[src/rtl/bps_pkg.sv]
// package for the beep pattern sequencer: request codes, register indexes,
// pattern rom and the sequencer state record; depends on nothing
package bps_pkg;

    localparam int ROM_ROWS = 9;
    localparam int ROM_COLS = 20;

    typedef enum logic [1:0] {
        REQ_TICK  = 2'd0,
        REQ_START = 2'd1,
        REQ_STOP  = 2'd2,
        REQ_NONE  = 2'd3
    } t_req;

    typedef enum logic [1:0] {
        CFG_NORMAL_PERIOD = 2'd0,
        CFG_ALARM_LOW     = 2'd1,
        CFG_ALARM_HIGH    = 2'd2,
        CFG_UNUSED        = 2'd3
    } t_cfg_idx;

    localparam logic [3:0] PAT_FIRST = 4'd1;
    localparam logic [3:0] PAT_ALARM = 4'd9;

    localparam logic [7:0] NORMAL_PERIOD_RST = 8'd1;
    localparam logic [7:0] ALARM_LOW_RST     = 8'd3;
    localparam logic [7:0] ALARM_HIGH_RST    = 8'd1;

    // step lengths in ticks; zero ends a pattern save at odd alarm steps
    localparam logic [11:0] ROM_TABLE [ROM_ROWS][ROM_COLS] = '{
        '{12'd1000, 12'd0, 12'd0, 12'd0, 12'd0, 12'd0, 12'd0, 12'd0, 12'd0, 12'd0,
          12'd0, 12'd0, 12'd0, 12'd0, 12'd0, 12'd0, 12'd0, 12'd0, 12'd0, 12'd0},
        '{12'd2000, 12'd0, 12'd0, 12'd0, 12'd0, 12'd0, 12'd0, 12'd0, 12'd0, 12'd0,
          12'd0, 12'd0, 12'd0, 12'd0, 12'd0, 12'd0, 12'd0, 12'd0, 12'd0, 12'd0},
        '{12'd3000, 12'd0, 12'd0, 12'd0, 12'd0, 12'd0, 12'd0, 12'd0, 12'd0, 12'd0,
          12'd0, 12'd0, 12'd0, 12'd0, 12'd0, 12'd0, 12'd0, 12'd0, 12'd0, 12'd0},
        '{12'd1000, 12'd1000, 12'd1000, 12'd0, 12'd0, 12'd0, 12'd0, 12'd0, 12'd0,
          12'd0, 12'd0, 12'd0, 12'd0, 12'd0, 12'd0, 12'd0, 12'd0, 12'd0, 12'd0,
          12'd0},
        '{12'd1000, 12'd1000, 12'd1000, 12'd1000, 12'd1000, 12'd0, 12'd0, 12'd0,
          12'd0, 12'd0, 12'd0, 12'd0, 12'd0, 12'd0, 12'd0, 12'd0, 12'd0, 12'd0,
          12'd0, 12'd0},
        '{12'd1000, 12'd1000, 12'd1000, 12'd1000, 12'd1000, 12'd1000, 12'd1000,
          12'd0, 12'd0, 12'd0, 12'd0, 12'd0, 12'd0, 12'd0, 12'd0, 12'd0, 12'd0,
          12'd0, 12'd0, 12'd0},
        '{12'd1000, 12'd1000, 12'd3000, 12'd0, 12'd0, 12'd0, 12'd0, 12'd0, 12'd0,
          12'd0, 12'd0, 12'd0, 12'd0, 12'd0, 12'd0, 12'd0, 12'd0, 12'd0, 12'd0,
          12'd0},
        '{12'd500, 12'd500, 12'd500, 12'd500, 12'd500, 12'd500, 12'd500, 12'd500,
          12'd500, 12'd500, 12'd500, 12'd500, 12'd500, 12'd500, 12'd0, 12'd0,
          12'd0, 12'd0, 12'd0, 12'd0},
        '{12'd1000, 12'd0, 12'd1000, 12'd0, 12'd1000, 12'd0, 12'd1000, 12'd0,
          12'd1000, 12'd0, 12'd1000, 12'd0, 12'd1000, 12'd0, 12'd1000, 12'd0,
          12'd1000, 12'd0, 12'd1000, 12'd1}
    };

    typedef struct packed {
        logic        active;
        logic [3:0]  pattern_sel;
        logic [4:0]  step_index;
        logic [11:0] step_tick_count;
        logic        alarm_mode;
        logic [7:0]  tone_period;
        logic [7:0]  tone_count;
        logic        pin_level;
    } t_seq_state;

    typedef struct packed {
        logic [7:0] normal_period;
        logic [7:0] alarm_low;
        logic [7:0] alarm_high;
    } t_periods;

    // past the stored entries or outside the patterns reads as zero
    function automatic logic [11:0] rom_read(logic [3:0] sel, logic [5:0] idx);
        logic [11:0] val;
        val = '0;
        if (sel >= PAT_FIRST && sel <= PAT_ALARM && idx < 6'(ROM_COLS)) begin
            val = ROM_TABLE[sel - PAT_FIRST][idx[4:0]];
        end
        return val;
    endfunction

endpackage

[src/rtl/bps_if.sv]
// handshake channel interfaces for the beep pattern sequencer
// depends on nothing
interface bps_in_if;
    logic       valid;
    logic       ready;
    logic [1:0] req_type;
    logic [3:0] pattern_code;
    modport source (output valid, output req_type, output pattern_code, input ready);
    modport sink (input valid, input req_type, input pattern_code, output ready);
endinterface

interface bps_out_if;
    logic valid;
    logic ready;
    logic horn_level;
    logic busy_res;
    modport source (output valid, output horn_level, output busy_res, input ready);
    modport sink (input valid, input horn_level, input busy_res, output ready);
endinterface

interface bps_cfg_if;
    logic       valid;
    logic       ready;
    logic [1:0] index;
    logic [7:0] data;
    modport source (output valid, output index, output data, input ready);
    modport sink (input valid, input index, input data, output ready);
endinterface

[src/rtl/bps_step.sv]
// next-state logic of the sequencer for one item
// depends on bps_pkg
module bps_step #(
    parameter int MAX_STEPS = 20
) (
    input  bps_pkg::t_seq_state i_state,
    input  logic [1:0]          i_req_type,
    input  logic [3:0]          i_pattern_code,
    input  bps_pkg::t_periods   i_periods,
    output bps_pkg::t_seq_state o_state
);

    localparam logic [5:0] MaxSteps = 6'(MAX_STEPS);

    logic [5:0]  step1;
    logic [5:0]  step2;
    logic [5:0]  new_step;
    logic [11:0] len_cur;
    logic [11:0] len1;
    logic [11:0] len2;
    logic [11:0] tick_inc;
    logic        end1;
    logic        end2;
    logic        skip_odd;
    logic        finish;
    logic [7:0]  load_period;
    logic        load_silent;
    logic [7:0]  tone_inc;

    assign step1    = {1'b0, i_state.step_index} + 6'd1;
    assign step2    = step1 + 6'd1;
    assign len_cur  = bps_pkg::rom_read(i_state.pattern_sel, {1'b0, i_state.step_index});
    assign len1     = bps_pkg::rom_read(i_state.pattern_sel, step1);
    assign len2     = bps_pkg::rom_read(i_state.pattern_sel, step2);
    assign tick_inc = i_state.step_tick_count + 12'd1;
    assign end1     = (step1 >= MaxSteps) || (len1 == '0);
    assign end2     = (step2 >= MaxSteps) || (len2 == '0);
    assign skip_odd = i_state.alarm_mode && (step1 < MaxSteps) && step1[0];
    assign finish   = end1 && (!skip_odd || end2);
    assign new_step = end1 ? step2 : step1;

    // tone for the step being entered
    always_comb begin
        load_silent = 1'b0;
        load_period = i_periods.normal_period;
        if (i_state.alarm_mode) begin
            load_period = new_step[1] ? i_periods.alarm_high : i_periods.alarm_low;
        end else if (new_step[0]) begin
            load_silent = 1'b1;
            load_period = '0;
        end
    end

    always_comb begin
        o_state  = i_state;
        tone_inc = '0;
        unique case (bps_pkg::t_req'(i_req_type))
            bps_pkg::REQ_TICK: begin
                if (i_state.active) begin
                    o_state.step_tick_count = tick_inc;
                    if (tick_inc >= len_cur && finish) begin
                        o_state.active          = 1'b0;
                        o_state.pattern_sel     = '0;
                        o_state.step_index      = '0;
                        o_state.step_tick_count = '0;
                        o_state.alarm_mode      = 1'b0;
                        o_state.tone_period     = '0;
                        o_state.pin_level       = 1'b0;
                    end else begin
                        if (tick_inc >= len_cur) begin
                            o_state.step_tick_count = '0;
                            o_state.step_index      = new_step[4:0];
                            o_state.tone_period     = load_period;
                            if (load_silent) begin
                                o_state.pin_level = 1'b0;
                            end else begin
                                o_state.tone_count = '0;
                            end
                        end
                        if (o_state.tone_period != '0) begin
                            tone_inc = o_state.tone_count + 8'd1;
                            if (tone_inc >= o_state.tone_period) begin
                                o_state.tone_count = '0;
                                o_state.pin_level  = !o_state.pin_level;
                            end else begin
                                o_state.tone_count = tone_inc;
                            end
                        end
                    end
                end
            end
            bps_pkg::REQ_START: begin
                if (i_pattern_code >= bps_pkg::PAT_FIRST
                        && i_pattern_code <= bps_pkg::PAT_ALARM) begin
                    o_state.active          = 1'b1;
                    o_state.pattern_sel     = i_pattern_code;
                    o_state.step_index      = '0;
                    o_state.step_tick_count = '0;
                    o_state.alarm_mode      = (i_pattern_code == bps_pkg::PAT_ALARM);
                    o_state.tone_period     = (i_pattern_code == bps_pkg::PAT_ALARM)
                                              ? i_periods.alarm_low
                                              : i_periods.normal_period;
                    o_state.tone_count      = '0;
                end
            end
            bps_pkg::REQ_STOP: begin
                o_state.active          = 1'b0;
                o_state.pattern_sel     = '0;
                o_state.step_index      = '0;
                o_state.step_tick_count = '0;
                o_state.alarm_mode      = 1'b0;
                o_state.tone_period     = '0;
                o_state.pin_level       = 1'b0;
            end
            default: begin
                o_state = i_state;
            end
        endcase
    end

endmodule

[src/rtl/bps_out_buf.sv]
// two-entry result buffer between the sequencer and the output channel
// depends on bps_if
module bps_out_buf (
    input  logic             i_clk,
    input  logic             i_rst_n,
    input  logic             i_push,
    input  logic [1:0]       i_data,
    output logic             o_can_push,
    bps_out_if.source        o_out
);

    logic [1:0] r_buf [2];
    logic       r_wr_ptr;
    logic       r_rd_ptr;
    logic [1:0] r_count;
    logic       n_wr_ptr;
    logic       n_rd_ptr;
    logic [1:0] n_count;
    logic       pop;

    assign o_can_push     = (r_count != 2'd2);
    assign pop            = o_out.valid && o_out.ready;
    assign o_out.valid    = (r_count != 2'd0);
    assign o_out.horn_level = r_buf[r_rd_ptr][1];
    assign o_out.busy_res   = r_buf[r_rd_ptr][0];

    always_comb begin
        n_wr_ptr = r_wr_ptr ^ i_push;
        n_rd_ptr = r_rd_ptr ^ pop;
        n_count  = r_count + {1'b0, i_push} - {1'b0, pop};
    end

    always_ff @(posedge i_clk) begin
        if (!i_rst_n) begin
            r_wr_ptr <= 1'b0;
            r_rd_ptr <= 1'b0;
            r_count  <= '0;
        end else begin
            r_wr_ptr <= n_wr_ptr;
            r_rd_ptr <= n_rd_ptr;
            r_count  <= n_count;
        end
    end

    always_ff @(posedge i_clk) begin
        if (i_push) begin
            r_buf[r_wr_ptr] <= i_data;
        end
    end

endmodule

[src/rtl/beep_pattern_sequencer_top.sv]
// top level of the beep pattern sequencer: period registers, sequencer state
// and result buffer; depends on bps_pkg, bps_if, bps_step and bps_out_buf

// plays a buzzer pin from nine fixed on/off patterns. each input item is a
// tick, a start (pattern codes 1 to 9, others ignored) or a stop, and gives
// exactly one result item: the pin level and a busy flag after that item.
// an item's state update is done in the cycle it is accepted and the
// result lands in a two-entry output buffer, so one item per cycle is
// sustained while the output side keeps up, and input ready drops only
// when both buffer entries hold results not yet taken.
// the three tone periods are written through the configuration channel,
// which is always ready, and are sampled when a step's tone is loaded.
module beep_pattern_sequencer_top #(
    parameter int MAX_STEPS = 20
) (
    input  logic      i_clk,
    input  logic      i_rst_n,
    bps_in_if.sink    i_in,
    bps_cfg_if.sink   i_cfg,
    bps_out_if.source o_out
);

    bps_pkg::t_seq_state r_state;
    bps_pkg::t_seq_state n_state;
    bps_pkg::t_periods   r_periods;
    logic                accept;
    logic                can_push;

    assign i_cfg.ready = 1'b1;
    assign i_in.ready  = can_push;
    assign accept      = i_in.valid && can_push;

    // period registers
    always_ff @(posedge i_clk) begin
        if (!i_rst_n) begin
            r_periods.normal_period <= bps_pkg::NORMAL_PERIOD_RST;
            r_periods.alarm_low     <= bps_pkg::ALARM_LOW_RST;
            r_periods.alarm_high    <= bps_pkg::ALARM_HIGH_RST;
        end else if (i_cfg.valid) begin
            unique case (bps_pkg::t_cfg_idx'(i_cfg.index))
                bps_pkg::CFG_NORMAL_PERIOD: r_periods.normal_period <= i_cfg.data;
                bps_pkg::CFG_ALARM_LOW:     r_periods.alarm_low     <= i_cfg.data;
                bps_pkg::CFG_ALARM_HIGH:    r_periods.alarm_high    <= i_cfg.data;
                default: begin
                    // unused index, nothing to write
                end
            endcase
        end
    end

    // next sequencer state for the offered item
    bps_step #(
        .MAX_STEPS (MAX_STEPS)
    ) u_step (
        .i_state        (r_state),
        .i_req_type     (i_in.req_type),
        .i_pattern_code (i_in.pattern_code),
        .i_periods      (r_periods),
        .o_state        (n_state)
    );

    always_ff @(posedge i_clk) begin
        if (!i_rst_n) begin
            r_state <= '0;
        end else if (accept) begin
            r_state <= n_state;
        end
    end

    // result of the accepted item goes straight into the buffer
    bps_out_buf u_out_buf (
        .i_clk      (i_clk),
        .i_rst_n    (i_rst_n),
        .i_push     (accept),
        .i_data     ({n_state.pin_level, n_state.active}),
        .o_can_push (can_push),
        .o_out      (o_out)
    );

endmodule
[src/flat_wrapper.sv]
// flat-port wrapper written by rule: the top's interface ports become plain ports
module beep_pattern_sequencer_top_flat 
#(
    parameter int MAX_STEPS = 20
)
  (i_clk, i_rst_n, i_in_valid, i_in_req_type, i_in_pattern_code, i_in_ready, i_cfg_valid, i_cfg_index, i_cfg_data, i_cfg_ready, o_out_valid, o_out_horn_level, o_out_busy_res, o_out_ready);
  bps_in_if i_in_i ();
  bps_cfg_if i_cfg_i ();
  bps_out_if o_out_i ();
  input  logic i_clk;
  input  logic i_rst_n;
  input wire logic [$bits(i_in_i.valid)-1:0] i_in_valid;
  input wire logic [$bits(i_in_i.req_type)-1:0] i_in_req_type;
  input wire logic [$bits(i_in_i.pattern_code)-1:0] i_in_pattern_code;
  output wire logic [$bits(i_in_i.ready)-1:0] i_in_ready;
  input wire logic [$bits(i_cfg_i.valid)-1:0] i_cfg_valid;
  input wire logic [$bits(i_cfg_i.index)-1:0] i_cfg_index;
  input wire logic [$bits(i_cfg_i.data)-1:0] i_cfg_data;
  output wire logic [$bits(i_cfg_i.ready)-1:0] i_cfg_ready;
  output wire logic [$bits(o_out_i.valid)-1:0] o_out_valid;
  output wire logic [$bits(o_out_i.horn_level)-1:0] o_out_horn_level;
  output wire logic [$bits(o_out_i.busy_res)-1:0] o_out_busy_res;
  input wire logic [$bits(o_out_i.ready)-1:0] o_out_ready;
  assign i_in_i.valid = i_in_valid;
  assign i_in_i.req_type = i_in_req_type;
  assign i_in_i.pattern_code = i_in_pattern_code;
  assign i_in_ready = i_in_i.ready;
  assign i_cfg_i.valid = i_cfg_valid;
  assign i_cfg_i.index = i_cfg_index;
  assign i_cfg_i.data = i_cfg_data;
  assign i_cfg_ready = i_cfg_i.ready;
  assign o_out_valid = o_out_i.valid;
  assign o_out_horn_level = o_out_i.horn_level;
  assign o_out_busy_res = o_out_i.busy_res;
  assign o_out_i.ready = o_out_ready;
  beep_pattern_sequencer_top #(.MAX_STEPS(MAX_STEPS)) u_core (.i_clk(i_clk), .i_rst_n(i_rst_n), .i_in(i_in_i), .i_cfg(i_cfg_i), .o_out(o_out_i));
endmodule
[config.mk]
export PLATFORM = sky130hd
export DESIGN_NAME = beep_pattern_sequencer_top_flat
export DESIGN_NICKNAME = d
export VERILOG_FILES = /design/src/rtl/bps_pkg.sv /design/src/rtl/bps_if.sv /design/src/rtl/bps_step.sv /design/src/rtl/bps_out_buf.sv /design/src/rtl/beep_pattern_sequencer_top.sv /design/src/flat_wrapper.sv
export SDC_FILE = /design/constraint.sdc
export NUM_CORES = 1
export LEC_CHECK = 0
export BUFFER_PORTS_ARGS = -buffer_cell sky130_fd_sc_hd__buf_2
export CAP_MARGIN = 40
export CORE_MARGIN = 3
export CORE_UTILIZATION = 40
export CTS_CLUSTER_SIZE = 28
export DETAILED_ROUTE_END_ITERATION = 6
export GPL_ROUTABILITY_DRIVEN = 0
export GPL_TIMING_DRIVEN = 0
export PLACE_DENSITY = 0.64
export SLEW_MARGIN = 20
export SYNTH_ARGS = -nofsm -noshare
export SYNTH_HDL_FRONTEND = slang
export SYNTH_SLANG_ARGS = --single-unit
[constraint.sdc]
create_clock -name i_clk -period 8.6 [get_ports i_clk]
set_input_delay 1.72 -clock i_clk [delete_from_list [all_inputs] [get_ports i_clk]]
set_output_delay 1.72 -clock i_clk [all_outputs]
set_load 0.05 [all_outputs]
Yosys cells after proc, flatten, opt, wreduce, memory -nomap -nowiden. Memory sizes are Yosys's and may differ from the RTL's. A register that Yosys moved wholly into a read port is not among the register bits. Cells that the tools add are included.

Register bits: 68. Bits in writable memories: 4. ROM bits: 3840. Input port bits: 21. Output and inout port bits: 5. Word-level logic and storage cells: 131. Memories: 2.

Memory list: (no name shown) (words 16, bits a word 240, rd ports 1, clocked after memory_dff 0, wr ports 0, line bps_pkg.sv:79) `val = ROM_TABLE[sel - PAT_FIRST][idx[4:0]];`; u_core.u_out_buf.r_buf (words 2, bits a word 2, rd ports 1, clocked after memory_dff 1, wr ports 1, line bps_out_buf.sv:12) `logic [1:0] r_buf [2];`.

Add/subtract/negate cells: 7. $lt $le $gt $ge: 15. Equal/unequal tests: 11. Multiplexer cells: 45. Bitwise gates (word level): 6. Reduce and logical (&&, ||, !) cells: 31.

Operators by type and width (number): $mux 240 (2); $bmux 12 s5 (3); $mux 12 (9); $mux 17 (6); $pmux 31 s3 (1); $mux 8 (8); $mux 40 (1); $mux 39 (1); $logic_not 12->1 (2); $ge 6x6->1 const B (3); $not 5->6 (3); $pmux 8 s2 (1); $reduce_and 5->1 (3); $add 12x1->12 const B (1); $ge 12x12->1 (1); $ge 6x5->1 const B (2); $lt 6x5->1 const B (2); $logic_and 1x1->1 (11); $mux 5 (2); $mux 1 (9); $mux 9 (1); $add 8x1->8 const B (1); $ge 4x1->1 const B (2); $ge 8x8->1 (1); other kinds (25) (39).

Longest topological paths before layout. Gate-level depths: netlist of the first run.

Word-level depth: 26. Depth in mapped cells: 37. Gate-level depth less buffers: 33.

Hierarchy. A second synthesis of the first run with hierarchy kept.

Cell total of the unflattened synthesis: 857. Area total of the unflattened synthesis: 6657.6 um2.

Modules (own cells, without submodules): bps_step (instances 1, cells each 552, area each 3578.4 um2, seq. area each 0.0 um2); beep_pattern_sequencer_top (instances 1, cells each 276, area each 2682.6 um2, seq. area each 1281.2 um2); bps_out_buf (instances 1, cells each 29, area each 396.6 um2, seq. area each 220.2 um2).

Worst setup path before layout of the first run. OpenSTA, ideal clock, no wires.

Path type: register to register. From: register u_core.r_state[30] (netlist bit). To: memory u_core.u_out_buf.r_buf[0][1], data pin. Data arrival time: 5957 ps. Data required time: 8328 ps. Path slack: 2371 ps. Cell stages (with the launch flop): 35. Buffers on the path: 6. Cell sequence: dfxtp_1 > buf_2 > clkbuf_1 > buf_1 > clkbuf_1 > clkbuf_1 > o22ai_1 > o221ai_1 > o22ai_1 > a21oi_1 > o21ai_0 > ha_1 > a21oi_1 > nor2b_1 > nor4b_1 > o21ai_0 > and2_1 > clkbuf_1 > nand2_1 > nor2_1 > o221ai_1 > nand3_1 > ha_1 > nand2b_1 > a21o_1 > a21o_1 > a21o_1 > a21oi_1 > nor2b_1 > o21ai_0 > nand2b_1 > a21oi_1 > nor3_1 > a222oi_1 > nand3_1.

RTL lines: from (decl) (line beep_pattern_sequencer_top.sv:23) `bps_pkg::t_seq_state r_state;`; from (signal assigned) (line beep_pattern_sequencer_top.sv:66) `r_state <= n_state;`; to (decl) (line bps_out_buf.sv:12).

==> impl_metrics.py, run 1 <==
metrics = {
    "outcome": {
        "outcome": "completed",
    },
    "timing": {
        "skew_ns": 0.0104,
        "tns_ns": 0,
        "slew_violations": 0,
        "slew_headroom_pct": 40.1,
        "min_period_ns": 7.83,
        "rsz0062_at_grt": "false",
        "fin_crit_sh_pct": 91.0,
        "final-hold-violation-count": 0,
        "tightest_slew_ns": 0.887,
        "fmax_mhz": 128,
        "finalSetupViolations": 0,
    },
    "routing": {
        "ant_nets": 0,
        "vias_per_cell": 5.95,
        "drc": 0,
        "via_count": 6541,
        "firstDrtPassIters": 6,
        "drtIter0Drc": 672,
        "drt-wirelength-per-cell_um": 17.9,
        "wl_mm": 19.7,
    },
    "yosys": {
        "synthArstFlopShare_pct": 0,
        "yosysWarnings": 0,
        "synth_seq_cells": 73,
        "ys_types": 96,
        "syn_avg_cell_area_um2": 7.94,
        "synthCells": 843,
        "synth_edf_count": 4,
        "syn_nets": 899,
        "syn_area_um2": 6690,
        "synth_ff_type": "dfxtp_1",
        "yosysSeqAreaShare_pct": 22.4,
    },
    "floorplanning": {
        "die_h_um": 135,
        "die-area_um2": 18300,
        "initial_utilization_pct": 41.5,
        "io_pins": 26,
        "rows": 46,
        "die_w_um": 135,
        "core_area_um2": 16100,
    },
    "global_routing": {
        "antenna_found_initial": 0,
        "grt_max_degree": 14,
        "grt_util_met3_pct": 3.01,
        "busiest_layer": "met2",
        "use_met1_pct": 31.3,
        "grt_first_pass_wirelength_mm": 31.9,
        "use_met2_pct": 34.2,
        "track_usage_pct": 21.8,
        "grt_pass1_vias": 6039,
        "overflow": 0,
    },
    "power": {
        "power_per_cell_area_nw_per_um2": 134,
        "p_leak_nw": 2.93,
        "vdd_drop_max_mv": 0.171,
    },
    "setup_path": {
        "crit_start": "u_core.r_state[30]$_SDFFE_PN0P_",
        "cp_data_arrival_time_ns": 7.90,
        "worstSetupEndpointType": "register",
        "worst-r2r-cell-count": 33,
        "r2r_start": "u_core.r_state[30]$_SDFFE_PN0P_",
        "cpPeakStageDelay_ns": 0.48,
        "startpoint_type": "register",
        "worst_path_max_delay_cell": "buf_1",
        "required_ns": 8.67,
        "path_class": "register to register",
        "crit_fanout": 10,
    },
    "placed_design": {
        "placed_cell_area_um2": 7080,
        "io_buffers": 23,
        "hpwl_mm": 14.9,
        "placedCellCount": 1083,
    },
    "clock_tree": {
        "clock-sinks": 73,
        "cts_root_buf": "clkbuf_16",
        "clk_latency_ns": 0.35,
        "cts_tree": "done",
        "postCtsHoldBufs": 0,
        "max-clock-path-buffers": 2,
        "h-tree-depth": 3,
        "clk_pin_slew_worst_paths_ns": 0.06,
        "cts_setup_buffers": 0,
        "ctsResizeCount": 0,
        "cts_made_buffers": 9,
    },
    "final_layout": {
        "finalNonFillerCells": 1099,
        "area_growth_pct": 9.95,
        "n_fill_cell": 1690,
        "nNetsFinal": 934,
        "drive_above_1_share_pct": 11.3,
        "fin_util_pct": 45.7,
        "n_antenna_cell": 0,
        "post-route-cell-area_um2": 7360,
    },
    "worst_hold_path": {
        "hp-start": "u_core.r_state[8]$_SDFFE_PN0P_",
        "hp-class": "register to register",
        "hold_depth": 1,
    },
    "run": {
        "cap_violations": 0,
    },
}
## cell families (layout without fill, tap and decap cells)
logic type / count (synthesis) / count (layout) / share of synthesized area [%]
other: 1 / 1 / 0.0560
buffers and inverters: 78 / 118 / 5.23
flip-flops: 73 / 73 / 22.4
XOR/XNOR: 33 / 33 / 4.71
AO/OA/AOI/OAI: 256 / 256 / 29.2
adder cells (fa/ha/maj): 35 / 35 / 6.54
multiplexers: 53 / 53 / 8.11
AND/OR/NAND/NOR: 314 / 314 / 23.7
## cells in the mapped netlist (all sizes together) (5+ instances only)
cell type,instances,share of area (%)
nand2,88,5.0
dfxtp,69,21
nor2,61,3.5
o21ai,54,4.2
a21oi,51,3.9
nor2b,47,4.4
mux2i,46,6.9
clkbuf,38,2.1
ha,35,6.5
nand3,34,2.5
and2,21,2.0
buf,20,2.0
xnor2,20,2.9
inv,19,1.1
nor3,13,1.1
xor2,13,1.8
a211oi,11,1.8
o221ai,11,1.4
a22oi,10,1.2
o22ai,10,1.0
a21o,9,1.0
and3,9,0.84
nand2b,9,0.84
o211a,9,1.3
a22o,8,1.2
o211ai,8,0.90
o31ai,8,1.2
mux2,7,1.2
nand4,7,0.75
a2111oi,6,1.6
a21boi,6,0.67
o21a,5,0.56
or2,5,0.47
## placed cells by master (no fill, tap or decap), types with 11 or more instances in the layout
| master | instances |
|---|---|
| nand2_1 | 87 |
| dfxtp_1 | 69 |
| nor2_1 | 60 |
| o21ai_0 | 49 |
| a21oi_1 | 49 |
| nor2b_1 | 47 |
| mux2i_1 | 46 |
| clkbuf_1 | 37 |
| ha_1 | 35 |
| nand3_1 | 34 |
| buf_2 | 31 |
| and2_1 | 20 |
| inv_1 | 19 |
| xnor2_1 | 19 |
| xor2_1 | 12 |
| nor3_1 | 11 |
| o221ai_1 | 11 |
## final cells by class
type | count | area (um^2) | share of cell area [%]
buffer | 58 | 277 | 3.76
clock buffer | 9 | 225 | 3.06
clock inverter | 7 | 45.0 | 0.612
inverter | 20 | 75.1 | 1.02
multi-input combinational | 692 | 4840 | 65.8
sequential | 73 | 1500 | 20.4
tap | 216 | 270 | 3.67
timing repair buffer | 24 | 120 | 1.63
## routing by layer
layer	share of wire, %	vias to the layer above
li1	-	3168
met1	46	3096
met2	45	240
met3	6.2	37
met4	2.0	0
met5	0	-
## registers in the layout, summed over array words and instances, names as in the netlist, named ones only
register	count
u_core.r_periods	24
u_core.u_out_buf.r_count	2
u_core.u_out_buf.r_buf	4
u_core.r_state	40
u_core.u_out_buf.r_rd_ptr	1
u_core.u_out_buf.r_wr_ptr	1
## worst paths after layout
| check | end | slack (ns) |
|---|---|---|
| worst max register to register | u_core.u_out_buf.r_buf[0][1]$_DFFE_PP_ | 0.77 |
| worst max-delay path | u_core.u_out_buf.r_buf[0][1]$_DFFE_PP_ | 0.77 |
| worst min-delay path | u_core.r_state[8]$_SDFFE_PN0P_ | 0.50 |
| worst min register to register | u_core.r_state[8]$_SDFFE_PN0P_ | 0.50 |
## power by group
group	internal, mW	switching (mW)	total (mW)
clock network	0.194	0.150	0.345
registers	0.363	0.0158	0.378
logic	0.0897	0.170	0.260
total	0.647	0.336	0.983
## worst max-delay path, delay by kind of cell (launching register included)
family	cells	cell delay, ns
AO/OA/AOI/OAI	16	2.96
buffers and inverters	6	2.33
AND/OR/NAND/NOR	9	1.28
adder cells (fa/ha/maj)	2	0.56
flip-flops	1	0.41
## metrics by stage
stage                     worst slack (ns)  total power, mW  hold slack (ns)
after global routing                 0.176             1.03            0.539
after detailed placement             0.761            0.642            0.489
after floorplan                       2.37            0.573            0.463
final                                0.773            0.983            0.503
after CTS                            0.740            0.991            0.503
after global placement               0.662            0.639            0.483
(Power assumes the default switching activity.)
==> run 2, diff against run 1 <==
Settings changed: PLACE_DENSITY 0.64 to 0.66.
Clock period 8.6 ns to 7 ns, I/O delays scaled along.
==> impl_metrics.py, run 2 (synthesized netlist as in run 1, its figures left out) <==
metrics = {
    "outcome": {
        "outcome": "completed",
    },
    "final_layout": {
        "drive_above_1_share_pct": 16.0,
        "area_growth_pct": 13.7,
        "final_cell_mix": "nand2_1 (85), dfxtp_1 (66), nor2_1 (59), a21oi_1 (46), mux2i_1 (46)",
        "largest-register": "u_core.r_state",
        "top_regs": "u_core.r_state x40, u_core.r_periods x24, u_core.u_out_buf.r_buf x4",
        "n_fill_cell": 1622,
        "n_antenna_cell": 0,
        "largest_reg_flops": 40,
        "final_common_cell": "nand2_1",
        "nNetsFinal": 942,
        "finalNonFillerCells": 1107,
    },
    "power": {
        "p_clk_share_pct": 38.2,
        "switching_power_uw": 427,
        "p_int_uw": 868,
        "p_seq_share_pct": 35.8,
        "power_per_cell_area_nw_per_um2": 170,
        "vdd_drop_max_mv": 0.209,
        "netSwitchingFraction_pct": 33.0,
        "p_leak_nw": 3.07,
        "pwr-share-comb_pct": 26.0,
    },
    "global_routing": {
        "use_met2_pct": 32.5,
        "grt_max_degree": 14,
        "grt_pass1_vias": 5916,
        "grt_util_met3_pct": 2.71,
        "busiest_layer": "met2",
        "overflow": 0,
        "track_usage_pct": 21.4,
        "antenna_found_initial": 0,
        "grt_first_pass_wirelength_mm": 31.6,
        "use_met1_pct": 31.3,
    },
    "setup_path": {
        "worst_path_max_delay_cell": "a2111oi_0",
        "required_ns": 7.08,
        "cp_data_arrival_time_ns": 6.64,
        "crit_fanout": 10,
        "critPathMostFrequentCell": "a21o_1",
        "startpoint_type": "register",
        "path_class": "register to register",
        "cpPeakStageDelay_ns": 0.50,
        "worstSetupEndpointType": "register",
    },
    "timing": {
        "fmax_mhz": 152,
        "final-hold-violation-count": 0,
        "slew_violations": 0,
        "skew_ns": 0.00649,
        "fin_crit_sh_pct": 93.7,
        "min_period_ns": 6.56,
        "tightest_slew_ns": 0.890,
        "hold_slack_ns": 0.501,
        "slew_headroom_pct": 40.5,
        "rsz0062_at_grt": "false",
        "finalSetupViolations": 0,
    },
    "placed_design": {
        "io_buffers": 23,
        "placedCellCount": 1083,
        "hpwl_mm": 14.7,
    },
    "run": {
        "cap_violations": 0,
    },
    "routing": {
        "wl_mm": 19.6,
        "vias_per_cell": 5.92,
        "ant_nets": 0,
        "via_count": 6556,
        "drc": 0,
        "drtIter0Drc": 545,
        "drt-wirelength-per-cell_um": 17.7,
        "firstDrtPassIters": 6,
    },
    "clock_tree": {
        "clk_pin_slew_worst_paths_ns": 0.06,
        "cts_tree": "done",
        "cts_root_buf": "clkbuf_16",
        "clk_latency_ns": 0.35,
        "clock-sinks": 73,
        "h-tree-depth": 3,
        "cts_made_buffers": 9,
        "max-clock-path-buffers": 2,
    },
    "floorplanning": {
        "io_pins": 26,
        "die_w_um": 135,
        "die-area_um2": 18300,
        "initial_utilization_pct": 41.5,
        "die_h_um": 135,
        "core_area_um2": 16100,
        "rows": 46,
    },
    "worst_hold_path": {
        "hp-class": "register to register",
    },
}
## run 2: worst paths after layout
| kind | start | endpoint | slack, ns | cells after the start |
|---|---|---|---|---|
| worst min register to register | u_core.r_state[12]$_SDFFE_PN0P_ | u_core.r_state[12]$_SDFFE_PN0P_ | 0.50 | 1 |
| worst max-delay path | u_core.r_state[35]$_SDFFE_PN0P_ | u_core.u_out_buf.r_buf[1][1]$_DFFE_PP_ | 0.44 | 31 |
| worst max register to register | u_core.r_state[35]$_SDFFE_PN0P_ | u_core.u_out_buf.r_buf[1][1]$_DFFE_PP_ | 0.44 | 31 |
| worst min-delay path | u_core.r_state[12]$_SDFFE_PN0P_ | u_core.r_state[12]$_SDFFE_PN0P_ | 0.50 | 1 |
## run 2: layout make-up
class                           instances  area (um^2)  share of cell area, %
Timing Repair Buffer                   34          195                   2.56
Buffer                                 56          303                   3.98
Multi-Input combinational cell        692         4940                   64.9
Clock buffer                           11          254                   3.34
Sequential cell                        73         1510                   19.8
Clock inverter                          5         60.1                  0.789
Inverter                               20         78.8                   1.04
Tap cell                              216          270                   3.55
## run 2: metal layers
layer / up-vias / part of all wire [%]
met3: 30 / 6.2
met5: - / 0
met4: 0 / 2.0
met2: 247 / 45
met1: 3086 / 47
li1: 3193 / -
## run 2: power by group through the flow
stage	clock [mW]	combinational, mW	sequential [mW]
floorplan	0	0.238	0.467
global placement	0	0.311	0.472
detailed placement	0	0.313	0.473
CTS	0.500	0.321	0.464
global route	0.514	0.372	0.466
finish	0.494	0.336	0.464
## run 2: per-stage QoR
stage / setup WS, ns / util (%) / power [mW] / cell area [um^2] / TNS [ns]
after floorplan: 0.771 / - / 0.704 / 6690 / 0
after detailed placement: -0.961 / 44.0 / 0.786 / 7080 / -9.56
after global routing: 0.0131 / 47.2 / 1.35 / 7610 / 0
final: 0.438 / 47.2 / 1.29 / 7610 / 0
after CTS: 0.0362 / 46.2 / 1.28 / 7440 / 0
after global placement: -0.951 / 43.9 / 0.783 / 7080 / -9.41
## run 2: worst max-delay path: cells and delay by family (launching register included)
family | cells | cell delay [ns]
AO/OA/AOI/OAI | 12 | 2.39
adder cells (fa/ha/maj) | 3 | 0.80
buffers and inverters | 4 | 0.67
flip-flops | 1 | 0.41
AND/OR/NAND/NOR | 12 | 1.99
## run 2: repair_timing
action	4_1_cts	5_1_grt
setup buffers	2	8
hold buffers	0	0
resized for setup	17	46
setup endpoints to repair	11	11
pin swaps	1	8
==> run 3, diff against run 2 <==
Settings changed: PLACE_DENSITY 0.66 to 0.64, SLEW_MARGIN 20 to 10.
Clock period 7 ns to 8.4 ns, I/O delays scaled along.
==> impl_metrics.py, run 3 (synthesized netlist as in run 1, its figures left out) <==
metrics = {
    "outcome": {
        "outcome": "completed",
    },
    "final_layout": {
        "post-route-cell-area_um2": 7360,
        "final_common_cell": "nand2_1",
        "final_cell_mix": "nand2_1 (87), dfxtp_1 (69), nor2_1 (60), o21ai_0 (49), a21oi_1 (49)",
        "largest-register": "u_core.r_state",
        "drive_above_1_share_pct": 11.3,
        "largest_reg_flops": 40,
        "top_regs": "u_core.r_state x40, u_core.r_periods x24, u_core.u_out_buf.r_buf x4",
        "n_antenna_cell": 0,
        "area_growth_pct": 9.95,
        "nNetsFinal": 934,
    },
    "power": {
        "vdd_drop_max_mv": 0.180,
        "power_per_cell_area_nw_per_um2": 137,
        "pwr-share-comb_pct": 26.3,
        "netSwitchingFraction_pct": 34.4,
        "p_clk_share_pct": 35.3,
        "switching_power_uw": 347,
        "p_leak_nw": 2.93,
        "p_int_uw": 662,
        "p_seq_share_pct": 38.3,
    },
    "setup_path": {
        "path_class": "register to register",
        "worst-r2r-cell-count": 33,
        "cp_data_arrival_time_ns": 7.82,
        "required_ns": 8.47,
        "r2r_end": "u_core.u_out_buf.r_buf[0][1]$_DFFE_PP_",
        "crit_fanout": 10,
        "crit_start": "u_core.r_state[30]$_SDFFE_PN0P_",
        "r2r_start": "u_core.r_state[30]$_SDFFE_PN0P_",
        "ff2ff_setup_slack_ns": 0.66,
        "startpoint_type": "register",
        "worstSetupEndpointType": "register",
        "worst_path_max_delay_cell": "buf_1",
        "cpPeakStageDelay_ns": 0.45,
    },
    "placed_design": {
        "io_buffers": 23,
        "hpwl_mm": 14.8,
        "placed_cell_area_um2": 7080,
    },
    "clock_tree": {
        "cts_setup_buffers": 0,
        "clk_latency_ns": 0.35,
        "cts_tree": "done",
        "clock-sinks": 73,
        "postCtsHoldBufs": 0,
        "clk_pin_slew_worst_paths_ns": 0.06,
        "cts_root_buf": "clkbuf_16",
        "max-clock-path-buffers": 2,
        "cts_made_buffers": 9,
        "h-tree-depth": 3,
    },
    "timing": {
        "rsz0062_at_grt": "false",
        "min_period_ns": 7.74,
        "skew_ns": 0.0132,
        "fin_crit_sh_pct": 92.2,
        "final-hold-violation-count": 0,
        "finalSetupViolations": 0,
        "tightest_slew_ns": 0.853,
        "tns_ns": 0,
        "fmax_mhz": 129,
        "slew_headroom_pct": 42.9,
        "slew_violations": 0,
    },
    "routing": {
        "firstDrtPassIters": 5,
        "drt-wirelength-per-cell_um": 17.8,
        "drtIter0Drc": 782,
        "via_count": 6481,
        "ant_nets": 0,
        "vias_per_cell": 5.90,
        "wl_mm": 19.6,
        "drc": 0,
    },
    "global_routing": {
        "track_usage_pct": 21.7,
        "antenna_found_initial": 0,
        "grt_first_pass_wirelength_mm": 31.9,
        "overflow": 0,
        "grt_pass1_vias": 5999,
        "grt_max_degree": 14,
    },
    "worst_hold_path": {
        "hold_depth": 1,
        "hp-start": "u_core.r_state[9]$_SDFFE_PN0P_",
        "hold_path_end": "u_core.r_state[9]$_SDFFE_PN0P_",
        "hp-class": "register to register",
    },
    "floorplanning": {
        "rows": 46,
        "initial_utilization_pct": 41.5,
        "die_w_um": 135,
        "die_h_um": 135,
        "io_pins": 26,
        "die-area_um2": 18300,
        "core_area_um2": 16100,
    },
    "run": {
        "cap_violations": 0,
    },
}
==> run 3: cell count changes in the layout (fill, tap and decap cells not counted), sizes merged <==
cell,previous run,this run
buf,53,44
bufinv,1,0
clkbuf,48,47
clkinv,3,6
clkinvlp,2,1
inv,19,20
==> run 3: power groups by stage <==
stage,Sequential [mW],Clock (mW),Combinational [mW]
after CTS,0.387,0.365,0.265
after floorplan,0.389,0,0.198
after global placement,0.394,0,0.260
final,0.387,0.357,0.266
after detailed placement,0.394,0,0.263
after global routing,0.390,0.379,0.293
==> run 3: layout make-up <==
type                       instances  area, um^2
multi-input combinational        692        4840
fill                            1695        8760
sequential                        73        1500
clock buffer                       9         225
timing repair buffer              24         120
tap                              216         270
buffer                            58         277
clock inverter                     7        45.0
inverter                          20        75.1
==> run 3: worst max-delay path: cells and delay by family (launching register included) <==
family          cells  cell delay, ns
compound gates     16            2.93
fa+ha+maj           2            0.55
buf+inv             6            2.26
flops               1            0.40
simple gates        9            1.29
==> run 3: layer usage <==
metal | global-route usage, % | part of all wire, % | wire [um] | up-vias
li1 | - | - | - | 3179
met1 | 31.3 | 48 | 9350 | 3062
met2 | 34.1 | 45 | 8810 | 209
met3 | 3.12 | 5.5 | 1080 | 31
met4 | 5.77 | 1.9 | 377 | 0
met5 | 0 | 0 | 0 | -
==> run 3: repair_timing <==
item	CTS	global route
resized for setup	0	3
endpoints found under the hold margin	0	0
setup endpoints to repair	0	9
==> run 3: metrics by stage <==
step | total power [mW] | std cells | setup WS (ns) | hold slack, ns | util (%)
after global placement | 0.654 | 1082 | 0.462 | 0.483 | 43.9
after global routing | 1.06 | 1099 | 0.0582 | 0.536 | 45.7
after CTS | 1.02 | 1099 | 0.612 | 0.503 | 45.6
final | 1.01 | 1099 | 0.658 | 0.503 | 45.7
after floorplan | 0.587 | 843 | 2.17 | 0.463 | -
after detailed placement | 0.657 | 1083 | 0.626 | 0.489 | 44.0
==> run 3: worst max path at each step <==
stage                                                        end  slack, ns
after CTS                 u_core.u_out_buf.r_buf[0][1]$_DFFE_PP_       0.61
after detailed placement  u_core.u_out_buf.r_buf[0][1]$_DFFE_PP_       0.63
after floorplan           u_core.u_out_buf.r_buf[0][1]$_DFFE_PP_       2.17
final                     u_core.u_out_buf.r_buf[0][1]$_DFFE_PP_       0.66
after global placement            u_core.r_state[2]$_SDFFE_PN0P_       0.46
after global routing      u_core.u_out_buf.r_buf[0][1]$_DFFE_PP_       0.06
